### config.mk
export PLATFORM = sky130hd
export DESIGN_NAME = euclidean_drum_step_sequencer
export DESIGN_NICKNAME = d
export VERILOG_FILES = /design/src/design/efs_pkg.sv /design/src/design/euclidean_drum_step_sequencer.sv /design/src/design/efs_cfg.sv /design/src/design/efs_front.sv /design/src/design/efs_fifo.sv /design/src/design/efs_back.sv
export SDC_FILE = /design/constraint.sdc
export NUM_CORES = 1
export LEC_CHECK = 0
export BUFFER_PORTS_ARGS = -buffer_cell sky130_fd_sc_hd__buf_2
export CORE_MARGIN = 2
export CORE_UTILIZATION = 55
export CTS_BUF_LIST = sky130_fd_sc_hd__clkbuf_8
export CTS_CLUSTER_DIAMETER = 100
export CTS_CLUSTER_SIZE = 14
export DETAILED_ROUTE_END_ITERATION = 10
export PLACE_DENSITY = 0.79
export SETUP_SLACK_MARGIN = 0.5
export SYNTH_ARGS = -nofsm -noshare
export SYNTH_HDL_FRONTEND = slang
export SYNTH_SLANG_ARGS = --single-unit
### constraint.sdc
create_clock -name clk -period 5.4 [get_ports clk]
set_input_delay 0.81 -clock clk [delete_from_list [all_inputs] [get_ports clk]]
set_output_delay 0.81 -clock clk [all_outputs]
set_load 0.03 [all_outputs]
### src/design/efs_pkg.sv
// Package for the euclidean drum step sequencer: payload and queue types,
// register indexes, velocity constants, pattern tables and pulse-count helpers.
// No dependencies.
`timescale 1ns / 1ps
`default_nettype none

package efs_pkg;

  // Pattern lengths. The pattern tables below are built for these lengths.
  localparam int unsigned BAR_STEPS   = 16;
  localparam int unsigned SNARE_STEPS = 8;
  localparam int unsigned BAR_W       = $clog2(BAR_STEPS);
  localparam int unsigned SNARE_W     = $clog2(SNARE_STEPS);

  // Queue between the classifier and the event emitter
  localparam int unsigned Q_DEPTH = 2;
  localparam int unsigned Q_AW    = (Q_DEPTH > 1) ? $clog2(Q_DEPTH) : 1;
  localparam int unsigned Q_CW    = $clog2(Q_DEPTH + 1);

  // Register indexes on the configuration port
  typedef enum logic [2:0] {
    REG_DENSITY    = 3'd0,
    REG_COMPLEXITY = 3'd1,
    REG_KICK_NOTE  = 3'd2,
    REG_SNARE_NOTE = 3'd3,
    REG_CHAT_NOTE  = 3'd4,
    REG_OHAT_NOTE  = 3'd5
  } efs_reg_t;

  // Reset values of the registers
  localparam logic [10:0] DENSITY_RST    = 11'd512;
  localparam logic [10:0] COMPLEXITY_RST = 11'd512;
  localparam logic [6:0]  KICK_NOTE_RST  = 7'd36;
  localparam logic [6:0]  SNARE_NOTE_RST = 7'd38;
  localparam logic [6:0]  CHAT_NOTE_RST  = 7'd42;
  localparam logic [6:0]  OHAT_NOTE_RST  = 7'd46;

  // Q1.10 thresholds (strict float compares turned into >= on integers)
  localparam logic [10:0] SNARE_MIN_C = 11'd205;
  localparam logic [10:0] CHAT_MIN_D  = 11'd246;
  localparam logic [10:0] OHAT_MIN_C  = 11'd635;
  localparam logic [10:0] OHAT_MIN_D  = 11'd461;

  // Velocities
  localparam logic [6:0] VEL_KICK_ACC  = 7'd100;
  localparam logic [6:0] VEL_KICK      = 7'd78;
  localparam logic [6:0] VEL_CHAT_ACC  = 7'd58;
  localparam logic [6:0] VEL_CHAT      = 7'd38;
  localparam logic [6:0] VEL_OHAT      = 7'd62;
  localparam logic [6:0] VEL_SNARE_BASE = 7'd54;

  // Open hat steps
  localparam logic [BAR_W-1:0] OHAT_POS_A = BAR_W'(6);
  localparam logic [BAR_W-1:0] OHAT_POS_B = BAR_W'(14);

  // Bjorklund patterns by pulse count, bit i is step i
  localparam logic [BAR_STEPS-1:0] BAR_PAT [BAR_STEPS+1] = '{
    16'h0000, 16'h0001, 16'h0101, 16'h0421, 16'h1111, 16'h1249,
    16'h2929, 16'h54A9, 16'h5555, 16'h56AD, 16'hADAD, 16'hDB6D,
    16'hDDDD, 16'hF7BD, 16'hFDFD, 16'h7FFF, 16'hFFFF
  };
  localparam logic [SNARE_STEPS-1:0] SNARE_PAT [SNARE_STEPS+1] = '{
    8'h00, 8'h01, 8'h11, 8'h49, 8'h55, 8'h6D, 8'hDD, 8'h7F, 8'hFF
  };

  // Payload types
  typedef struct packed {
    logic [3:0]  step_pos;
    logic [15:0] sample_offset;
  } efs_in_t;

  typedef struct packed {
    logic [6:0]  note_number;
    logic [6:0]  velocity;
    logic [15:0] event_offset;
    logic        last_of_step;
  } efs_out_t;

  // One note event
  typedef struct packed {
    logic [6:0] note;
    logic [6:0] vel;
  } efs_ev_t;

  // Classified tick: one or two events
  typedef struct packed {
    logic        two_ev;
    efs_ev_t     ev0;
    efs_ev_t     ev1;
    logic [15:0] offset;
  } efs_cmd_t;

  // Queue status
  typedef struct packed {
    logic empty;
    logic full;
  } efs_qstat_t;

  // Settings and everything derived from them
  typedef struct packed {
    logic [6:0]             kick_note;
    logic [6:0]             snare_note;
    logic [6:0]             chat_note;
    logic [6:0]             ohat_note;
    logic [BAR_STEPS-1:0]   kick_pat;
    logic [SNARE_STEPS-1:0] snare_pat;
    logic [BAR_STEPS-1:0]   hat_pat;
    logic [3:0]             rot;
    logic [6:0]             snare_vel;
    logic                   snare_en;
    logic                   chat_en;
    logic                   ohat_en;
  } efs_cfg_t;

  // kick pulses = clamp(2 + floor(10d/1024), 1, BAR_STEPS)
  function automatic logic [4:0] kick_pulses(input logic [10:0] d);
    logic [14:0] m;
    logic [4:0]  s;
    m = 15'(d) * 15'd10;
    s = 5'(m >> 10) + 5'd2;
    return (s > 5'(BAR_STEPS)) ? 5'(BAR_STEPS) : s;
  endfunction

  // hat pulses = clamp(4 + floor(8d/1024), 2, BAR_STEPS)
  function automatic logic [4:0] hat_pulses(input logic [10:0] d);
    logic [4:0] s;
    s = 5'(d[10:7]) + 5'd4;
    return (s > 5'(BAR_STEPS)) ? 5'(BAR_STEPS) : s;
  endfunction

  // rotation = floor(5c/1024)
  function automatic logic [3:0] rotation(input logic [10:0] c);
    logic [13:0] m;
    m = 14'(c) * 14'd5;
    return 4'(m >> 10);
  endfunction

  // snare pulses = clamp(1 + rotation, 1, SNARE_STEPS)
  function automatic logic [3:0] snare_pulses(input logic [10:0] c);
    logic [4:0] s;
    s = 5'(rotation(c)) + 5'd1;
    return (s > 5'(SNARE_STEPS)) ? 4'(SNARE_STEPS) : 4'(s);
  endfunction

  // snare velocity = 54 + floor(36c/1024)
  function automatic logic [6:0] snare_velocity(input logic [10:0] c);
    logic [16:0] m;
    m = 17'(c) * 17'd36;
    return 7'(m >> 10) + VEL_SNARE_BASE;
  endfunction

endpackage

`default_nettype wire

### src/design/euclidean_drum_step_sequencer.sv
// Top level of the euclidean drum step sequencer: settings, classifier,
// queue and event emitter. Depends on efs_pkg and the efs_* modules.
`timescale 1ns / 1ps
`default_nettype none

// Each step tick (bar position and sample offset) is classified in the
// cycle it is accepted and yields zero to two note events, kick, snare,
// closed hat, open hat in that order. A tick can be accepted every cycle
// while the two-entry queue has room; the output register sends one event
// per cycle while out_stall is low, the two events of a tick one after the
// other. The first event of a tick passes through the queue and then the
// output register; a tick with no event produces nothing.
// Writes to density or complexity rebuild the kick, snare and hat patterns
// in the same edge, and ticks accepted from the next cycle on use them.
module euclidean_drum_step_sequencer import efs_pkg::*; (
  input  wire logic        clk,
  input  wire logic        rst_n,
  input  wire logic        cfg_we,
  input  wire logic [2:0]  cfg_idx,
  input  wire logic [10:0] cfg_wdata,
  input  wire logic        in_valid,
  output logic             in_stall,
  input  wire efs_in_t     in_data,
  output logic             out_valid,
  input  wire logic        out_stall,
  output efs_out_t         out_data
);

  efs_cfg_t   cfg;
  efs_qstat_t q_stat;
  efs_cmd_t   push_cmd, head;
  logic       push, pop;

  efs_cfg u_cfg (
    .clk       (clk),
    .rst_n     (rst_n),
    .cfg_we    (cfg_we),
    .cfg_idx   (cfg_idx),
    .cfg_wdata (cfg_wdata),
    .cfg       (cfg)
  );

  efs_front u_front (
    .in_valid (in_valid),
    .in_stall (in_stall),
    .in_data  (in_data),
    .cfg      (cfg),
    .q_stat   (q_stat),
    .push     (push),
    .push_cmd (push_cmd)
  );

  efs_fifo u_fifo (
    .clk      (clk),
    .rst_n    (rst_n),
    .push     (push),
    .push_cmd (push_cmd),
    .pop      (pop),
    .head     (head),
    .q_stat   (q_stat)
  );

  efs_back u_back (
    .clk       (clk),
    .rst_n     (rst_n),
    .head      (head),
    .q_stat    (q_stat),
    .pop       (pop),
    .out_valid (out_valid),
    .out_stall (out_stall),
    .out_data  (out_data)
  );

  // A first event taken is followed at once by the closing event of its tick
  assert property (@(posedge clk) disable iff (!rst_n)
    (out_valid && !out_stall && !out_data.last_of_step) |=>
      (out_valid && out_data.last_of_step))
    else $error("second event of a tick not presented next cycle");

  // A new output only comes out of a non-empty queue
  assert property (@(posedge clk) disable iff (!rst_n)
    $rose(out_valid) |-> ($past(q_stat.empty) == 1'b0))
    else $error("output raised with empty queue");

  // Queue fill count stays consistent
  assert property (@(posedge clk) disable iff (!rst_n)
    !(q_stat.empty && q_stat.full))
    else $error("queue both empty and full");

endmodule

`default_nettype wire

### src/design/efs_cfg.sv
// Settings registers and the patterns and thresholds derived from them.
// Depends on efs_pkg.
`timescale 1ns / 1ps
`default_nettype none

module efs_cfg import efs_pkg::*; (
  input  wire logic        clk,
  input  wire logic        rst_n,
  input  wire logic        cfg_we,
  input  wire logic [2:0]  cfg_idx,
  input  wire logic [10:0] cfg_wdata,
  output efs_cfg_t         cfg
);

  logic [10:0] density_r, density_nxt;
  logic [10:0] complexity_r, complexity_nxt;
  logic [6:0]  kick_note_r, kick_note_nxt;
  logic [6:0]  snare_note_r, snare_note_nxt;
  logic [6:0]  chat_note_r, chat_note_nxt;
  logic [6:0]  ohat_note_r, ohat_note_nxt;

  logic [BAR_STEPS-1:0]   kick_pat_r, hat_pat_r;
  logic [SNARE_STEPS-1:0] snare_pat_r;
  logic [3:0]             rot_r;
  logic [6:0]             snare_vel_r;
  logic                   snare_en_r, chat_en_r, ohat_en_r;

  // Register writes; reset values are forced here so derived state follows
  always_comb begin
    density_nxt    = density_r;
    complexity_nxt = complexity_r;
    kick_note_nxt  = kick_note_r;
    snare_note_nxt = snare_note_r;
    chat_note_nxt  = chat_note_r;
    ohat_note_nxt  = ohat_note_r;
    if (!rst_n) begin
      density_nxt    = DENSITY_RST;
      complexity_nxt = COMPLEXITY_RST;
      kick_note_nxt  = KICK_NOTE_RST;
      snare_note_nxt = SNARE_NOTE_RST;
      chat_note_nxt  = CHAT_NOTE_RST;
      ohat_note_nxt  = OHAT_NOTE_RST;
    end else if (cfg_we) begin
      case (cfg_idx)
        REG_DENSITY:    density_nxt    = cfg_wdata;
        REG_COMPLEXITY: complexity_nxt = cfg_wdata;
        REG_KICK_NOTE:  kick_note_nxt  = cfg_wdata[6:0];
        REG_SNARE_NOTE: snare_note_nxt = cfg_wdata[6:0];
        REG_CHAT_NOTE:  chat_note_nxt  = cfg_wdata[6:0];
        REG_OHAT_NOTE:  ohat_note_nxt  = cfg_wdata[6:0];
        default: ;
      endcase
    end
  end

  always_ff @(posedge clk) begin
    density_r    <= density_nxt;
    complexity_r <= complexity_nxt;
    kick_note_r  <= kick_note_nxt;
    snare_note_r <= snare_note_nxt;
    chat_note_r  <= chat_note_nxt;
    ohat_note_r  <= ohat_note_nxt;
  end

  // Derived state, rebuilt in the same edge as the write
  always_ff @(posedge clk) begin
    kick_pat_r  <= BAR_PAT[kick_pulses(density_nxt)];
    hat_pat_r   <= BAR_PAT[hat_pulses(density_nxt)];
    snare_pat_r <= SNARE_PAT[snare_pulses(complexity_nxt)];
    rot_r       <= rotation(complexity_nxt);
    snare_vel_r <= snare_velocity(complexity_nxt);
    snare_en_r  <= (complexity_nxt >= SNARE_MIN_C);
    chat_en_r   <= (density_nxt >= CHAT_MIN_D);
    ohat_en_r   <= (complexity_nxt >= OHAT_MIN_C) && (density_nxt >= OHAT_MIN_D);
  end

  always_comb begin
    cfg.kick_note  = kick_note_r;
    cfg.snare_note = snare_note_r;
    cfg.chat_note  = chat_note_r;
    cfg.ohat_note  = ohat_note_r;
    cfg.kick_pat   = kick_pat_r;
    cfg.snare_pat  = snare_pat_r;
    cfg.hat_pat    = hat_pat_r;
    cfg.rot        = rot_r;
    cfg.snare_vel  = snare_vel_r;
    cfg.snare_en   = snare_en_r;
    cfg.chat_en    = chat_en_r;
    cfg.ohat_en    = ohat_en_r;
  end

endmodule

`default_nettype wire

### src/design/efs_front.sv
// Front end: accepts step ticks and turns each into zero, one or two events.
// Depends on efs_pkg.
`timescale 1ns / 1ps
`default_nettype none

module efs_front import efs_pkg::*; (
  input  wire logic       in_valid,
  output logic            in_stall,
  input  wire efs_in_t    in_data,
  input  wire efs_cfg_t   cfg,
  input  wire efs_qstat_t q_stat,
  output logic            push,
  output efs_cmd_t        push_cmd
);

  logic [BAR_W-1:0]   p;
  logic [BAR_W-1:0]   kpos;
  logic [SNARE_W-1:0] spos;
  logic               kick, snare, chat, ohat;
  efs_ev_t            kick_ev, snare_ev, chat_ev, ohat_ev;

  // Room in the queue is the only thing that holds a tick back
  assign in_stall = q_stat.full;

  // Pattern lookups, rotation wraps by pattern length
  always_comb begin
    p    = in_data.step_pos[BAR_W-1:0];
    kpos = p - BAR_W'(cfg.rot);
    spos = p[BAR_W-1:1] - cfg.rot[SNARE_W-1:0];
  end

  // Which voices fire
  always_comb begin
    kick  = cfg.kick_pat[kpos];
    snare = cfg.snare_en && cfg.snare_pat[spos] && !p[0] && !kick;
    chat  = cfg.chat_en && cfg.hat_pat[p] && !kick && !snare;
    ohat  = cfg.ohat_en && ((p == OHAT_POS_A) || (p == OHAT_POS_B)) && !kick;
  end

  // Per-voice events
  always_comb begin
    kick_ev.note  = cfg.kick_note;
    kick_ev.vel   = (p[2:0] == 3'd0) ? VEL_KICK_ACC : VEL_KICK;
    snare_ev.note = cfg.snare_note;
    snare_ev.vel  = cfg.snare_vel;
    chat_ev.note  = cfg.chat_note;
    chat_ev.vel   = (p[1:0] == 2'd0) ? VEL_CHAT_ACC : VEL_CHAT;
    ohat_ev.note  = cfg.ohat_note;
    ohat_ev.vel   = VEL_OHAT;
  end

  // Kick stands alone; snare and closed hat exclude each other; open hat may follow
  always_comb begin
    push_cmd.offset = in_data.sample_offset;
    push_cmd.ev1    = ohat_ev;
    push_cmd.two_ev = (snare || chat) && ohat;
    if (kick) begin
      push_cmd.ev0 = kick_ev;
    end else if (snare) begin
      push_cmd.ev0 = snare_ev;
    end else if (chat) begin
      push_cmd.ev0 = chat_ev;
    end else begin
      push_cmd.ev0 = ohat_ev;
    end
    push = in_valid && !q_stat.full && (kick || snare || chat || ohat);
  end

endmodule

`default_nettype wire

### src/design/efs_fifo.sv
// Short queue of classified ticks between the front end and the emitter.
// Depends on efs_pkg.
`timescale 1ns / 1ps
`default_nettype none

module efs_fifo import efs_pkg::*; (
  input  wire logic     clk,
  input  wire logic     rst_n,
  input  wire logic     push,
  input  wire efs_cmd_t push_cmd,
  input  wire logic     pop,
  output efs_cmd_t      head,
  output efs_qstat_t    q_stat
);

  efs_cmd_t          ent_r [Q_DEPTH];
  logic [Q_AW-1:0]   wr_ptr_r, wr_ptr_nxt;
  logic [Q_AW-1:0]   rd_ptr_r, rd_ptr_nxt;
  logic [Q_CW-1:0]   cnt_r, cnt_nxt;

  // Pointer and fill count update
  always_comb begin
    wr_ptr_nxt = wr_ptr_r;
    rd_ptr_nxt = rd_ptr_r;
    cnt_nxt    = cnt_r;
    if (push) begin
      wr_ptr_nxt = (wr_ptr_r == Q_AW'(Q_DEPTH - 1)) ? '0 : wr_ptr_r + 1'b1;
    end
    if (pop) begin
      rd_ptr_nxt = (rd_ptr_r == Q_AW'(Q_DEPTH - 1)) ? '0 : rd_ptr_r + 1'b1;
    end
    if (push && !pop) begin
      cnt_nxt = cnt_r + 1'b1;
    end else if (pop && !push) begin
      cnt_nxt = cnt_r - 1'b1;
    end
  end

  always_ff @(posedge clk) begin
    if (!rst_n) begin
      wr_ptr_r <= '0;
      rd_ptr_r <= '0;
      cnt_r    <= '0;
    end else begin
      wr_ptr_r <= wr_ptr_nxt;
      rd_ptr_r <= rd_ptr_nxt;
      cnt_r    <= cnt_nxt;
    end
  end

  // Entry storage
  always_ff @(posedge clk) begin
    if (push) begin
      ent_r[wr_ptr_r] <= push_cmd;
    end
  end

  assign head         = ent_r[rd_ptr_r];
  assign q_stat.empty = (cnt_r == '0);
  assign q_stat.full  = (cnt_r == Q_CW'(Q_DEPTH));

endmodule

`default_nettype wire

### src/design/efs_back.sv
// Back end: plays out the one or two events of each queued tick through
// the output register. Depends on efs_pkg.
`timescale 1ns / 1ps
`default_nettype none

module efs_back import efs_pkg::*; (
  input  wire logic       clk,
  input  wire logic       rst_n,
  input  wire efs_cmd_t   head,
  input  wire efs_qstat_t q_stat,
  output logic            pop,
  output logic            out_valid,
  input  wire logic       out_stall,
  output efs_out_t        out_data
);

  logic     out_valid_r, out_valid_nxt;
  efs_out_t out_data_r, out_data_nxt;
  logic     sel_r, sel_nxt;   // second event of the head is next
  logic     load_ok, ld, last;
  efs_ev_t  ev;

  // Load the output register whenever it is empty or being taken and the queue holds a tick
  always_comb begin
    load_ok = !out_valid_r || !out_stall;
    ld      = load_ok && !q_stat.empty;
    ev      = sel_r ? head.ev1 : head.ev0;
    last    = sel_r || !head.two_ev;
    pop     = ld && last;

    out_data_nxt.note_number  = ev.note;
    out_data_nxt.velocity     = ev.vel;
    out_data_nxt.event_offset = head.offset;
    out_data_nxt.last_of_step = last;

    sel_nxt       = ld ? !last : sel_r;
    out_valid_nxt = ld ? 1'b1 : (load_ok ? 1'b0 : out_valid_r);
  end

  always_ff @(posedge clk) begin
    if (!rst_n) begin
      out_valid_r <= 1'b0;
      sel_r       <= 1'b0;
    end else begin
      out_valid_r <= out_valid_nxt;
      sel_r       <= sel_nxt;
    end
  end

  always_ff @(posedge clk) begin
    if (ld) begin
      out_data_r <= out_data_nxt;
    end
  end

  assign out_valid = out_valid_r;
  assign out_data  = out_data_r;

endmodule

`default_nettype wire

# After elaboration in Yosys (flattened, before gate mapping)
# Memory sizes are Yosys's and may differ from the RTL's. A register that Yosys moved wholly into a read port is not among the register bits.
# Cells that the tools add are included.
[word_totals]
regBits = 101
mem_bits_rw = 76
romBits = 1152
output_inout_bits = 33
word_cells = 133
memories = 4
[op_classes]
addsub = 10
multipliers = 3
magnitude_cmp = 10
eq_ne = 8
muxes = 31
bitwise_logic = 3
n_reduce_logical = 44
[mem_list]
columns = ["memory", "words", "word_bits", "rd", "rd_clocked_by_memory_dff", "write_ports", "line", "source"]
rows = [
  ["(name not given)", 32, 16, 1, 1, 0, "efs_cfg.sv:67", "kick_pat_r <= BAR_PAT[kick_pulses(density_nxt)];"],
  ["(name not given)", 32, 16, 1, 1, 0, "efs_cfg.sv:68", "hat_pat_r <= BAR_PAT[hat_pulses(density_nxt)];"],
  ["(name not given)", 16, 8, 1, 1, 0, "efs_cfg.sv:69", "snare_pat_r <= SNARE_PAT[snare_pulses(complexity_nxt)];"],
  ["u_fifo.ent_r", 2, 38, 1, 1, 1, "efs_fifo.sv:16", "efs_cmd_t ent_r [Q_DEPTH];"],
]
[ops]
columns = ["operator", "count"]
rows = [
  ["11-bit two-way mux", 6],
  ["14-bit two-way mux", 4],
  ["11-bit by 3-bit multiplier with 14-bit output (second input constant)", 2],
  ["11-bit by 8-bit greater-or-equal comparator with 1-bit output (second input constant)", 2],
  ["1-bit logical AND", 16],
  ["11-bit by 4-bit multiplier with 15-bit output (second input constant)", 1],
  ["5-bit two-way mux", 3],
  ["5-bit inverter with 6-bit output", 2],
  ["11-bit by 10-bit greater-or-equal comparator with 1-bit output (second input constant)", 1],
  ["11-bit by 9-bit greater-or-equal comparator with 1-bit output (second input constant)", 1],
  ["1-bit zero test", 11],
  ["1-bit two-way mux", 11],
  ["5-bit greater-than comparator (second input constant)", 2],
  ["4-bit by 5-bit less-than comparator with 1-bit output (second input constant)", 2],
  ["1-bit binary-select mux with 4-bit select", 2],
  ["2-bit AND reduction", 4],
  ["7-bit by 6-bit adder with 7-bit output (second input constant)", 1],
  ["1-bit logical OR", 7],
  ["3-bit by 2-bit == test with 1-bit output (second input constant)", 2],
  ["3-bit == test (second input constant)", 2],
  ["3-bit zero test", 2],
  ["6-bit two-way mux", 1],
  ["4-bit by 1-bit adder with 5-bit output (second input constant)", 1],
  ["4-bit by 3-bit adder with 5-bit output (second input constant)", 1],
  ["other kinds (18)", 22],
]

# Logic depth before layout (Yosys ltp)
# Gate-level depths: netlist (run 1).
[depth]
ltp_word = 15
mapped_depth = 23
mapped_depth_nobuf = 20

# Modules after synthesis
# From an unflattened synthesis (run 1), not the netlist that was laid out.
[unflattened]
hier_cells = 997
hier_area_um2 = 11456.0
[by_module_without_submodules]
columns = ["module", "n_inst", "cells_per_inst", "area_each_um2", "seq_area_each_um2"]
rows = [
  ["efs_cfg", 1, 627, 5512.8, 2082.0],
  ["efs_fifo", 1, 162, 3478.3, 2802.7],
  ["efs_back", 1, 57, 1239.9, 970.9],
  ["efs_front", 1, 151, 1224.9, 0.0],
]

# Worst setup path before layout (run 1)
# No wires, ideal clock.
[synth_timing]
path_type = "input port to flip-flop"
start = "input in_data[17] (netlist bit)"
end = "memory u_fifo.ent_r[0][0] (netlist bit), enable pin"
t_arrival_ns = 4.859
required_time_ns = 4.962
slack_ns = 0.103
path_stages = 12
n_path_buf = 2
path_cell_list = "clkbuf_1 -> inv_1 -> ha_1 -> inv_1 -> fa_1 -> mux4_2 -> mux2_2 -> and2_1 -> clkbuf_1 -> a21oi_1 -> a311oi_1 -> nor2b_1"
[synth_via]
elab_chain_len = 13
[synth_lines]
columns = ["element", "line", "source"]
rows = [
  ["start, declared", "euclidean_drum_step_sequencer.sv:23", "input wire efs_in_t in_data,"],
  ["parallel branches: the longest is 9 deep, another holds 4-bit subtractor", "-", ""],
  ["1-bit logical OR *", "efs_front.sv:66", "push = in_valid && !q_stat.full && (kick || snare || chat || ohat);"],
  ["1-bit logical AND *", "efs_front.sv:66", ""],
  ["net push", "euclidean_drum_step_sequencer.sv:32", "logic push, pop;"],
  ["1-bit two-way mux *", "efs_fifo.sv:53", "if (push) begin"],
  ["1-bit two-way mux (implied by the code) *", "efs_fifo.sv:54", "ent_r[wr_ptr_r] <= push_cmd;"],
  ["end, declared", "efs_fifo.sv:16", ""],
]
# Mark *: on every way through the listed nets, which the timed path passes. The select of a mux whose other input is x is not followed.

# Worst setup path after layout (run 1)
[layout_timing]
start = "input cfg_idx[2]"
end = "register u_cfg.kick_pat_r[11]"
[layout_via]
elab_chain_len = 9
[layout_lines]
columns = ["element", "line", "source"]
rows = [
  ["start, declared", "euclidean_drum_step_sequencer.sv:19", "input wire logic [2:0] cfg_idx,"],
  ["3-bit zero test *", "efs_cfg.sv:44", "case (cfg_idx)"],
  ["11-bit two-way mux *", "efs_cfg.sv:44", ""],
  ["11-bit two-way mux *", "efs_cfg.sv:43", "end else if (cfg_we) begin"],
  ["11-bit two-way mux *", "efs_cfg.sv:36", "if (!rst_n) begin"],
  ["net u_cfg.density_nxt[5]", "efs_cfg.sv:15", "logic [10:0] density_r, density_nxt;"],
  ["11-bit by 3-bit multiplier with 14-bit output *", "efs_pkg.sv:119", "m = 15'(d) * 15'd10;"],
  ["5-bit by 2-bit adder with 5-bit output *", "efs_pkg.sv:120", "s = 5'(m >> 10) + 5'd2;"],
  ["5-bit greater-than comparator", "efs_pkg.sv:121", "return (s > 5'(BAR_STEPS)) ? 5'(BAR_STEPS) : s;"],
  ["5-bit two-way mux *", "efs_pkg.sv:121", ""],
  ["5-bit inverter with 6-bit output (implied by the code) *", "efs_cfg.sv:67", ""],
  ["end, declared", "efs_cfg.sv:22", "logic [BAR_STEPS-1:0] kick_pat_r, hat_pat_r;"],
]
# The timed path passes the listed nets; every way through them passes the cells marked *.
# A chain may end at the register's enable or synchronous reset.

==> results.py, run 1 <==
metrics = {
    "synthesis": {
        "synth_top_family_by_area": "simple AND/OR/NAND/NOR gates",
        "async_reset_ff_frac": 0,
        "synthesis.nets": 986,
        "yosys.cell_types.count": 77,
        "synth.top_cell.area_share": 0.313,
        "syn_inst": 877,
        "synth_simple_gate_area_frac": 0.115,
        "yosys_register_bits": 218,
        "synth_edf_count": 107,
        "synthMuxAreaShare": 0.114,
        "yosysWarnings": 0,
        "synth_flop_cell": "dfxtp_1",
        "yosysSeqAreaShare": 0.529,
        "synth_compound_area_frac": 0.0953,
        "ys_top_cells_by_area": "edfxtp_1 31%, dfxtp_1 22%, ha_1 8.3%, nand2_1 4.1%, mux4_2 3.9%",
        "synthAdderAreaFrac": 0.0876,
        "syn_area_um2": 10300,
        "avgSynthCellArea_um2": 11.7,
        "yosys.area.top_type": "edfxtp_1",
        "synth_xor_area_frac": 0.0254,
    },
    "min_path": {
        "hold_end": "u_cfg.snare_note_r[4]",
        "hold_start": "u_cfg.snare_note_r[4]",
        "hold_depth": 2,
        "hp-class": "register to register",
    },
    "floorplan": {
        "die-area_um2": 19800,
        "core_area_um2": 18100,
        "die_w_um": 141,
        "num_io_pins": 72,
        "initial_core_util": 0.566,
        "die_h_um": 141,
        "rows": 49,
    },
    "sta": {
        "finalMaxSlewViolations": 0,
        "hold_violations": 0,
        "min_period_ns": 4.56,
        "fmax_mhz": 220,
        "finalSetupViolCount": 0,
        "fin_crit_sh": 0.844,
        "fin_tns_setup_ns": 0,
        "fin_worst_skew_ns": 0.0308,
        "relSlewSlack": 0.279,
        "tightest_slew_ns": 1.08,
        "rsz0062_at_grt": "false",
    },
    "critical_path": {
        "critical_path.cell_chain": "buf_2, or4b_4, mux2_2, nand2_1, inv_1, ha_1, ha_1, a21oi_2, o211ai_1, a21oi_1, o21ba_2, xor2_2, inv_1, ha_1, xnor2_4, xor2_4, mux2_2, o221ai_1",
        "worstSetupPathType": "input pin to register",
        "worstPathArrival_ns": 4.98,
        "cp_common_cell": "ha_1",
        "endpoint_kind": "register",
        "reg2reg_to": "u_fifo.cnt_r[1]",
        "required_ns": 5.82,
        "cp_slowest_stage_delay_ns": 0.65,
        "cp-start-kind": "input pin",
        "critPathSlowestCell": "or4b_4",
        "crit_fanout": 12,
        "r2r_slack_ns": 1.56,
        "worst_r2r_startpoint": "u_cfg.rot_r[0]",
        "r2r_cells": 12,
    },
    "route": {
        "viasPerCell": 5.65,
        "drtIter0Drc": 362,
        "detail_route.first_pass.iterations": 4,
        "vias": 6703,
        "drcViolationCount": 0,
        "ant_nets": 0,
        "wire_per_inst_um": 16.3,
        "postRouteWirelength_mm": 19.4,
    },
    "clocking": {
        "cts_tree": "done",
        "cts_setup_buffers": 0,
        "cts-root-buf": "clkbuf_8",
        "insertion_delay_ns": 0.51,
        "path_clk_slew_ns": 0.09,
        "htreeDepth": 1,
        "cts_buffers": 19,
        "cts_hold_buf": 0,
        "cts.sinks": 218,
        "cts_buffer_depth": 3,
    },
    "global_routing": {
        "grt-ovfl-total": 0,
        "grtUsageTotal": 0.195,
        "grt_max_degree": 37,
        "antenna_found_initial": 1,
        "grt_pass1_vias": 6554,
        "grt_pass1_wl_mm": 31.7,
    },
    "finish": {
        "final_common_cell": "nand2_1",
        "postLayoutCellArea_um2": 11300,
        "final_cell_mix": "112 x nand2_1, 110 x dfxtp_1, 107 x edfxtp_1, 71 x buf_2, 64 x ha_1",
        "nets": 1057,
        "drive_gt1_frac": 0.212,
        "fillers": 1430,
        "antennaDiodeCount": 0,
        "area_growth_pct": 9.81,
    },
    "power_and_ir_drop": {
        "p_leak_uw": 0.00471,
        "p_per_area_nw_per_um2": 356,
        "ir_worst_vdd_uv": 186,
    },
    "place": {
        "dp_hpwl_mm": 14.2,
        "io_buffers": 71,
        "postPlaceCellArea_um2": 11000,
        "gp_congestion": 0.856,
    },
    "run_status": {
        "outcome": "finished clean",
    },
    "job": {
        "max_cap_violations": 0,
    },
}
## state kept, by name, summed over array words and instances, names as in the netlist, 2 cells and up, named ones only
register / count
u_cfg.hat_pat_r: 16
u_cfg.chat_note_r: 7
u_cfg.density_r: 11
u_cfg.kick_pat_r: 16
u_fifo.ent_r: 76
u_fifo.cnt_r: 2
u_cfg.rot_r: 4
u_cfg.snare_note_r: 7
u_back.out_data: 31
u_cfg.ohat_note_r: 7
u_cfg.snare_pat_r: 8
u_cfg.snare_vel_r: 7
u_cfg.kick_note_r: 7
u_cfg.complexity_r: 11
## critical path: cells and delay by family
kind / cells / cell delay (ns)
xor+xnor: 3 / 0.75
buf+inv: 3 / 0.28
mux: 2 / 0.68
fa+ha+maj: 3 / 0.85
simple gates: 2 / 0.75
compound gates: 5 / 0.84
## report_power, final
group | leakage [uW] | internal, uW | switching [uW]
registers | 0.00188 | 2080 | 118
clock network | 0.000194 | 329 | 505
logic | 0.00263 | 376 | 609
total | 0.00471 | 2780 | 1230
## final cells by class
type	count	area, um^2	share of cell area
sequential	218	5440	0.482
multi-input combinational	582	4600	0.408
timing repair buffer	90	510	0.0452
tap	229	287	0.0254
clock buffer	19	262	0.0232
inverter	37	141	0.0125
clock inverter	11	46.3	0.00410
## per-layer routing
| layer | global-route usage | wire (um) |
|---|---|---|
| met5 | 0 | 7 |
| met4 | 0.0400 | 283 |
| met3 | 0.0268 | 920 |
| met2 | 0.342 | 9330 |
| met1 | 0.262 | 8810 |
## through the flow
step / util / hold slack [ns] / cells / power, uW / setup slack [ns]
finish: 0.622 / 0.459 / 1186 / 4020 / 0.844
global route: 0.622 / 0.475 / 1186 / 4200 / 0.515
CTS: 0.621 / 0.460 / 1186 / 4060 / 0.803
detailed placement: 0.604 / 0.447 / 1156 / 3230 / 0.273
global placement: 0.604 / 0.442 / 1156 / 3200 / 0.355
floorplan: - / 0.436 / 877 / 2940 / 0.501
## worst max path at each step
stage                          start                    to  slack, ns  depth (start not counted)
after floorplan           cfg_idx[0]  u_cfg.kick_pat_r[11]       0.50                         21
after global placement    cfg_idx[2]  u_cfg.kick_pat_r[11]       0.35                         18
after detailed placement  cfg_idx[2]  u_cfg.kick_pat_r[11]       0.27                         18
after CTS                 cfg_idx[2]  u_cfg.kick_pat_r[11]       0.80                         18
after global routing      cfg_idx[0]  u_cfg.kick_pat_r[11]       0.51                         18
final                     cfg_idx[2]  u_cfg.kick_pat_r[11]       0.84                         18
## synthesized netlist by cell type, drive strengths merged (7+ instances only)
| cell type | number |
|---|---|
| mux4 | 18 |
| clkbuf | 26 |
| nand2b | 13 |
| nor2 | 54 |
| a21oi | 43 |
| nor2b | 9 |
| and3 | 10 |
| mux2i | 36 |
| mux2 | 35 |
| a31oi | 9 |
| nand4 | 7 |
| nand2 | 112 |
| buf | 14 |
| xor2 | 10 |
| nor3 | 8 |
| o21ai | 37 |
| inv | 35 |
| ha | 68 |
| edfxtp | 107 |
| dfxtp | 111 |
| nand3 | 21 |
| xnor2 | 16 |
## logic make-up (layout without fill, tap and decap cells)
logic type	count (synthesis)	in the layout
buffers and inverters	77	157
muxes	89	89
and+or+nand+nor	255	255
DFF	218	218
xor gates and xnor gates	26	26
AOI/OAI and AO/OA	141	141
adders and majority gates	71	71
## timing repair
action                                  CTS  global route
hold endpoints to repair                  0             0
gates resized for setup                   0             1
endpoints found under the setup margin    0             2
Note: power is estimated with default switching activity, not from simulation.
==> run 2, diff against run 1 <==
ABC_AREA = 1   (was not set)
PLACE_DENSITY = 0.76   (was 0.79)
clock period = 4.8 ns   (was 5.4 ns; I/O delays follow)
==> run 2 against run 1 <==
Net effect:
- critical path depth is 11 higher
- global-route usage is 0.83 points higher
- highest routed layer is now met4
- sequential share of layout area hardly changed
- critical path type unchanged
==> results.py, run 2 <==
metrics = {
    "synthesis": {
        "synth_edf_count": 107,
        "synth_flop_cell": "dfxtp_1",
        "yosys.area.top_type": "edfxtp_1",
        "yosysSeqAreaShare": 0.531,
        "async_reset_ff_frac": 0,
        "synth.most_common_cell": "nand2_1",
        "syn_area_um2": 10200,
        "yosysWarnings": 0,
        "yosys_register_bits": 218,
        "synth.top_cell.area_share": 0.314,
        "syn_inst": 1098,
        "avgSynthCellArea_um2": 9.33,
        "yosys.cell_types.count": 55,
        "ys_top_cells_by_area": "edfxtp_1 31%, dfxtp_1 22%, ha_1 8.3%, nand2_1 8.3%, o21ai_0 4.1%",
        "yosys-top-cells-count": "226 x nand2_1, 111 x dfxtp_1, 110 x nor2_1, 107 x edfxtp_1, 104 x inv_1",
        "synthesis.nets": 1207,
    },
    "clocking": {
        "insertion_delay_ns": 0.50,
        "cts_buffers": 19,
        "cts-root-buf": "clkbuf_8",
        "cts_setup_buffers": 0,
        "htreeDepth": 1,
        "cts_buffer_depth": 3,
        "cts_tree": "done",
        "cts.sinks": 218,
        "path_clk_slew_ns": 0.09,
    },
    "route": {
        "dr_wl_met2_mm": 9.89,
        "vias": 7556,
        "postRouteWirelength_mm": 19.7,
        "top_layer": "met4",
        "drtIter0Drc": 366,
        "ant_nets": 0,
        "viasPerCell": 5.31,
        "wire_per_inst_um": 13.8,
        "wl_met3_um": 884,
        "detail_route.first_pass.iterations": 5,
        "drcViolationCount": 0,
        "m1WireLength_mm": 8.43,
    },
    "min_path": {
        "hp-class": "input pin to register",
    },
    "global_routing": {
        "grtUsageTotal": 0.204,
        "grt_max_degree": 39,
        "antenna_found_initial": 0,
        "grt-ovfl-total": 0,
        "grt_pass1_wl_mm": 33.3,
        "grt_pass1_vias": 7338,
    },
    "finish": {
        "area_growth_pct": 10.2,
        "drive_gt1_frac": 0.149,
        "largest_reg_flops": 76,
        "final_cell_mix": "226 x nand2_1, 114 x inv_1, 111 x dfxtp_1, 108 x nor2_1, 107 x edfxtp_1",
        "final_common_cell": "nand2_1",
        "regMostFlops": "u_fifo.ent_r",
        "postLayoutCellArea_um2": 11300,
        "antennaDiodeCount": 0,
        "fillers": 1482,
        "nets": 1293,
    },
    "critical_path": {
        "worstSetupPathType": "input pin to register",
        "cp-start-kind": "input pin",
        "crit_fanout": 12,
        "cp_slowest_stage_delay_ns": 0.34,
        "worstPathArrival_ns": 4.43,
        "required_ns": 5.21,
        "critPathSlowestCell": "ha_1",
        "endpoint_kind": "register",
    },
    "run_status": {
        "outcome": "finished clean",
    },
    "sta": {
        "tightest_slew_ns": 1.13,
        "fin_tns_setup_ns": 0,
        "fin_crit_sh": 0.839,
        "rsz0062_at_grt": "true",
        "finalSetupViolCount": 0,
        "fmax_mhz": 248,
        "finalMaxSlewViolations": 0,
        "fin_worst_skew_ns": 0.0145,
        "min_period_ns": 4.03,
        "hold_violations": 0,
        "relSlewSlack": 0.244,
    },
    "floorplan": {
        "rows": 49,
        "die_w_um": 140,
        "die-area_um2": 19700,
        "die_h_um": 140,
        "num_io_pins": 72,
        "initial_core_util": 0.566,
        "core_area_um2": 18100,
    },
    "power_and_ir_drop": {
        "p_leak_uw": 0.00511,
        "ir_worst_vdd_uv": 231,
        "p_per_area_nw_per_um2": 433,
    },
    "place": {
        "postPlaceCellArea_um2": 11000,
        "dp_hpwl_mm": 14.9,
        "gp_congestion": 0.937,
        "io_buffers": 71,
    },
    "job": {
        "max_cap_violations": 0,
    },
}
[run 2: critical path, delay by kind of cell]
kind	cells	cell delay, ns
AND/OR/NAND/NOR	17	1.83
adder cells (fa/ha/maj)	4	1.08
buffers and inverters	7	0.62
AO/OA/AOI/OAI	1	0.17
[run 2: final timing paths]
path | start | endpoint | slack, ns | depth (start not counted)
max | cfg_idx[1] | u_cfg.kick_pat_r[5] | 0.77 | 29
min | in_data[10] | u_fifo.ent_r[1][10] | 0.41 | 1
max reg2reg | u_cfg.density_r[5] | u_cfg.kick_pat_r[5] | 1.18 | 24
min reg2reg | u_cfg.snare_note_r[6] | u_cfg.snare_note_r[6] | 0.47 | 2
[run 2: cells by family after synthesis]
family | Yosys count | synth area share
AOI/OAI and AO/OA | 197 | 0.113
xor gates and xnor gates | 12 | 0.0110
adders and majority gates | 71 | 0.0880
buffers and inverters | 144 | 0.0541
DFF | 218 | 0.531
muxes | 5 | 0.00489
and+or+nand+nor | 451 | 0.199
[run 2: per-stage QoR]
step | util | std cells | hold slack [ns] | worst slack [ns] | power, uW
4_1_cts | 0.623 | 1422 | 0.389 | 0.832 | 4930
3_3_place_gp | 0.606 | 1392 | 0.440 | 0.404 | 3980
3_5_place_dp | 0.606 | 1392 | 0.445 | 0.298 | 4010
6_report | 0.624 | 1422 | 0.412 | 0.775 | 4880
2_1_floorplan | - | 1098 | 0.429 | 0.535 | 3590
5_1_grt | 0.624 | 1422 | 0.376 | 0.491 | 5170
[run 2: metal layers]
| metal | vias to the layer above | track usage |
|---|---|---|
| li1 | 3877 | - |
| met1 | 3463 | 0.243 |
| met2 | 172 | 0.375 |
| met3 | 44 | 0.0294 |
| met4 | 0 | 0.0691 |
| met5 | - | 0 |
[run 2: layout make-up]
type	count	area (um^2)	share of cell area
sequential	218	5440	0.482
multi-input combinational	736	4280	0.379
timing repair buffer	91	531	0.0470
inverter	118	443	0.0393
tap	229	287	0.0254
clock buffer	19	262	0.0232
clock inverter	11	46.3	0.00410
[run 2: where the power goes]
part | total [uW] | internal, uW | switching [uW]
clock | 922 | 370 | 552
sequential | 2520 | 2420 | 97.4
combinational | 1440 | 411 | 1030
total | 4880 | 3200 | 1680
[run 2: what timing repair did]
| item | in CTS | in global routing |
|---|---|---|
| endpoints found under the setup margin | 0 | 10 |
| hold buffers | 0 | 0 |
| resized for setup | 0 | 3 |
| hold endpoints to repair | 0 | 0 |
==> run 3, diff against run 2 <==
PLACE_DENSITY = 0.79   (was 0.76)
clock period = 3.3 ns   (was 4.8 ns; I/O delays follow)
==> run 3 against run 2 <==
Net effect:
- the flow now finishes with violations (setup timing)
- final cell count grew 12%
- routed wire length grew 63%
- clock power rose by 57%
- flip-flop and latch count unchanged
- clock skew increased by 0.027 ns
- non-clock buffer count increased by 168
- sequential share of layout area fell by 11 points
- combinational power up 120%
- total power rose by 70%
- design area is 29% higher
- critical endpoint is now u_cfg.snare_pat_r[3]
- largest cell class is now multi-input gates
==> results.py, run 3 (synthesis results as in run 2) <==
metrics = {
    "job": {
        "max_cap_violations": 0,
    },
    "clocking": {
        "cts_buffer_depth": 3,
        "cts.sinks": 218,
        "cts-root-buf": "clkbuf_8",
        "insertion_delay_ns": 0.54,
        "cts_hold_buf": 0,
        "cts_buffers": 19,
        "cts_tree": "done",
        "path_clk_slew_ns": 0.10,
        "htreeDepth": 1,
    },
    "place": {
        "place_ws_ns": -0.501,
        "placed_cells": 1487,
        "postPlaceCellArea_um2": 12300,
        "dp_hpwl_mm": 16.4,
        "gp_congestion": 0.891,
        "io_buffers": 71,
    },
    "critical_path": {
        "r2r_cells": 22,
        "worstSetupPathType": "input pin to register",
        "r2r_slack_ns": 0.11,
        "endpoint_kind": "register",
        "required_ns": 3.77,
        "worstPathArrival_ns": 3.78,
        "worst_r2r_startpoint": "u_cfg.complexity_r[3]",
        "critPathLaunch": "cfg_we",
        "crit_fanout": 5,
        "reg2reg_to": "u_cfg.snare_pat_r[3]",
        "crit_path_end": "u_cfg.snare_pat_r[3]",
        "cp-start-kind": "input pin",
    },
    "floorplan": {
        "core_area_um2": 18100,
        "die_w_um": 140,
        "num_io_pins": 72,
        "rows": 49,
        "die_h_um": 140,
        "initial_core_util": 0.566,
        "die-area_um2": 19700,
    },
    "sta": {
        "hold_violations": 0,
        "min_period_ns": 3.31,
        "fin_crit_sh": 1.00,
        "postLayoutSetupSlackWorst_ns": -0.0138,
        "finalMaxSlewViolations": 0,
        "finalSetupViolCount": 1,
        "fmax_mhz": 302,
        "rsz0062_at_grt": "true",
        "tightest_slew_ns": 0.729,
        "relSlewSlack": 0.512,
        "fin_worst_skew_ns": 0.0415,
    },
    "power_and_ir_drop": {
        "pwr-share-seq": 0.450,
        "pwr-share-clk": 0.176,
        "p_leak_uw": 0.00619,
        "pwr-share-comb": 0.374,
        "p_per_area_nw_per_um2": 567,
        "netSwitchingFraction": 0.368,
        "p_int_uw": 5230,
        "ir_worst_vdd_uv": 301,
        "switching_power_uw": 3040,
    },
    "finish": {
        "fin_util": 0.807,
        "postLayoutCellArea_um2": 14600,
        "final_common_cell": "nand2_1",
        "area_growth_pct": 42.6,
        "regMostFlops": "u_fifo.ent_r",
        "antennaDiodeCount": 0,
        "nets": 1462,
        "largest_reg_flops": 76,
        "stdcell_count": 1591,
        "final_cell_mix": "184 x nand2_1, 122 x buf_4, 110 x dfxtp_1, 107 x edfxtp_1, 84 x nor2_1",
        "drive_gt1_frac": 0.420,
    },
    "route": {
        "ant_nets": 0,
        "drcViolationCount": 0,
        "vias": 9246,
        "postRouteWirelength_mm": 32.0,
        "viasPerCell": 5.81,
        "drtIter0Drc": 749,
        "wire_per_inst_um": 20.1,
        "detail_route.first_pass.iterations": 7,
    },
    "min_path": {
        "hold_depth": 1,
        "hp-class": "input pin to register",
    },
    "run_status": {
        "outcome": "complete, but fails checks",
        "violations": "setup timing",
    },
    "global_routing": {
        "antenna_found_initial": 0,
        "grtUsageTotal": 0.247,
        "grt_pass1_wl_mm": 40.1,
        "grt_max_degree": 39,
        "grt_pass1_vias": 8601,
        "grt-ovfl-total": 0,
    },
}
==> run 3: how the worst min path moves through the flow <==
stage	endpoint	slack, ns	start
global route	u_fifo.ent_r[0][13]	0.16	in_data[13]
global placement	u_cfg.kick_note_r[5]	0.44	u_cfg.kick_note_r[5]
detailed placement	u_cfg.snare_note_r[6]	0.45	u_cfg.snare_note_r[6]
finish	u_fifo.ent_r[1][13]	0.17	in_data[13]
CTS	u_fifo.ent_r[1][11]	0.16	in_data[11]
floorplan	u_cfg.chat_note_r[1]	0.43	u_cfg.chat_note_r[1]
==> run 3: cell type report <==
type / instances / area, um^2
clock inverters: 11 / 46.3
repair buffers: 259 / 2280
multi-input cells: 737 / 5780
fillers: 921 / 3490
well taps: 229 / 287
inverters: 118 / 508
flip-flops and latches: 218 / 5440
clock buffers: 19 / 262
==> run 3: metrics by stage <==
step	hold slack, ns	TNS, ns	total power, uW
floorplan	0.429	-9.05	5350
global placement	0.439	-7.72	6040
detailed placement	0.448	-11.56	6120
CTS	0.158	0	7630
global route	0.162	-1.34	8600
finish	0.166	-0.0138	8280
==> run 3: critical path: stages <==
cell and delay, ns:
buf_8 0.09, inv_4 0.03, nor2_4 0.20, buf_6 0.16, nand2_8 0.08, buf_6 0.13
buf_6 0.12, o21ai_4 0.17, nor2_4 0.08, ha_4 0.28, nor3b_4 0.24, nand2_1 0.09
nand2_1 0.07, nand4_1 0.19, nand2_2 0.16, a21oi_2 0.07, xor2_1 0.20, inv_2 0.10
ha_4 0.30, inv_4 0.04, nor2_4 0.14, nand2_2 0.11, nand2_2 0.11, nand2_2 0.06
inv_2 0.05
==> run 3: power groups by stage <==
stage          sequential, uW  clock [uW]  combinational, uW
6_report                 3720        1450               3100
5_1_grt                  3770        1550               3290
4_1_cts                  3700        1410               2520
3_5_place_dp             3760           0               2360
3_3_place_gp             3740           0               2300
2_1_floorplan            4120           0               1230
==> run 3: routing by layer <==
metal | GRT usage | routed length [um] | share of wire | up-vias
li1 | - | - | - | 4222
met1 | 0.288 | 11600 | 0.36 | 4367
met2 | 0.472 | 16500 | 0.52 | 491
met3 | 0.0267 | 2040 | 0.064 | 166
met4 | 0.0797 | 1860 | 0.058 | 0
met5 | 0 | 0 | 0 | -
==> run 3: repair_timing <==
item                                    in CTS  in global routing
setup buffers                               38                 26
endpoints found under the setup margin     123                134
gates resized for setup                    107                185
cloned                                       2                  8
pin swaps                                   81                 95
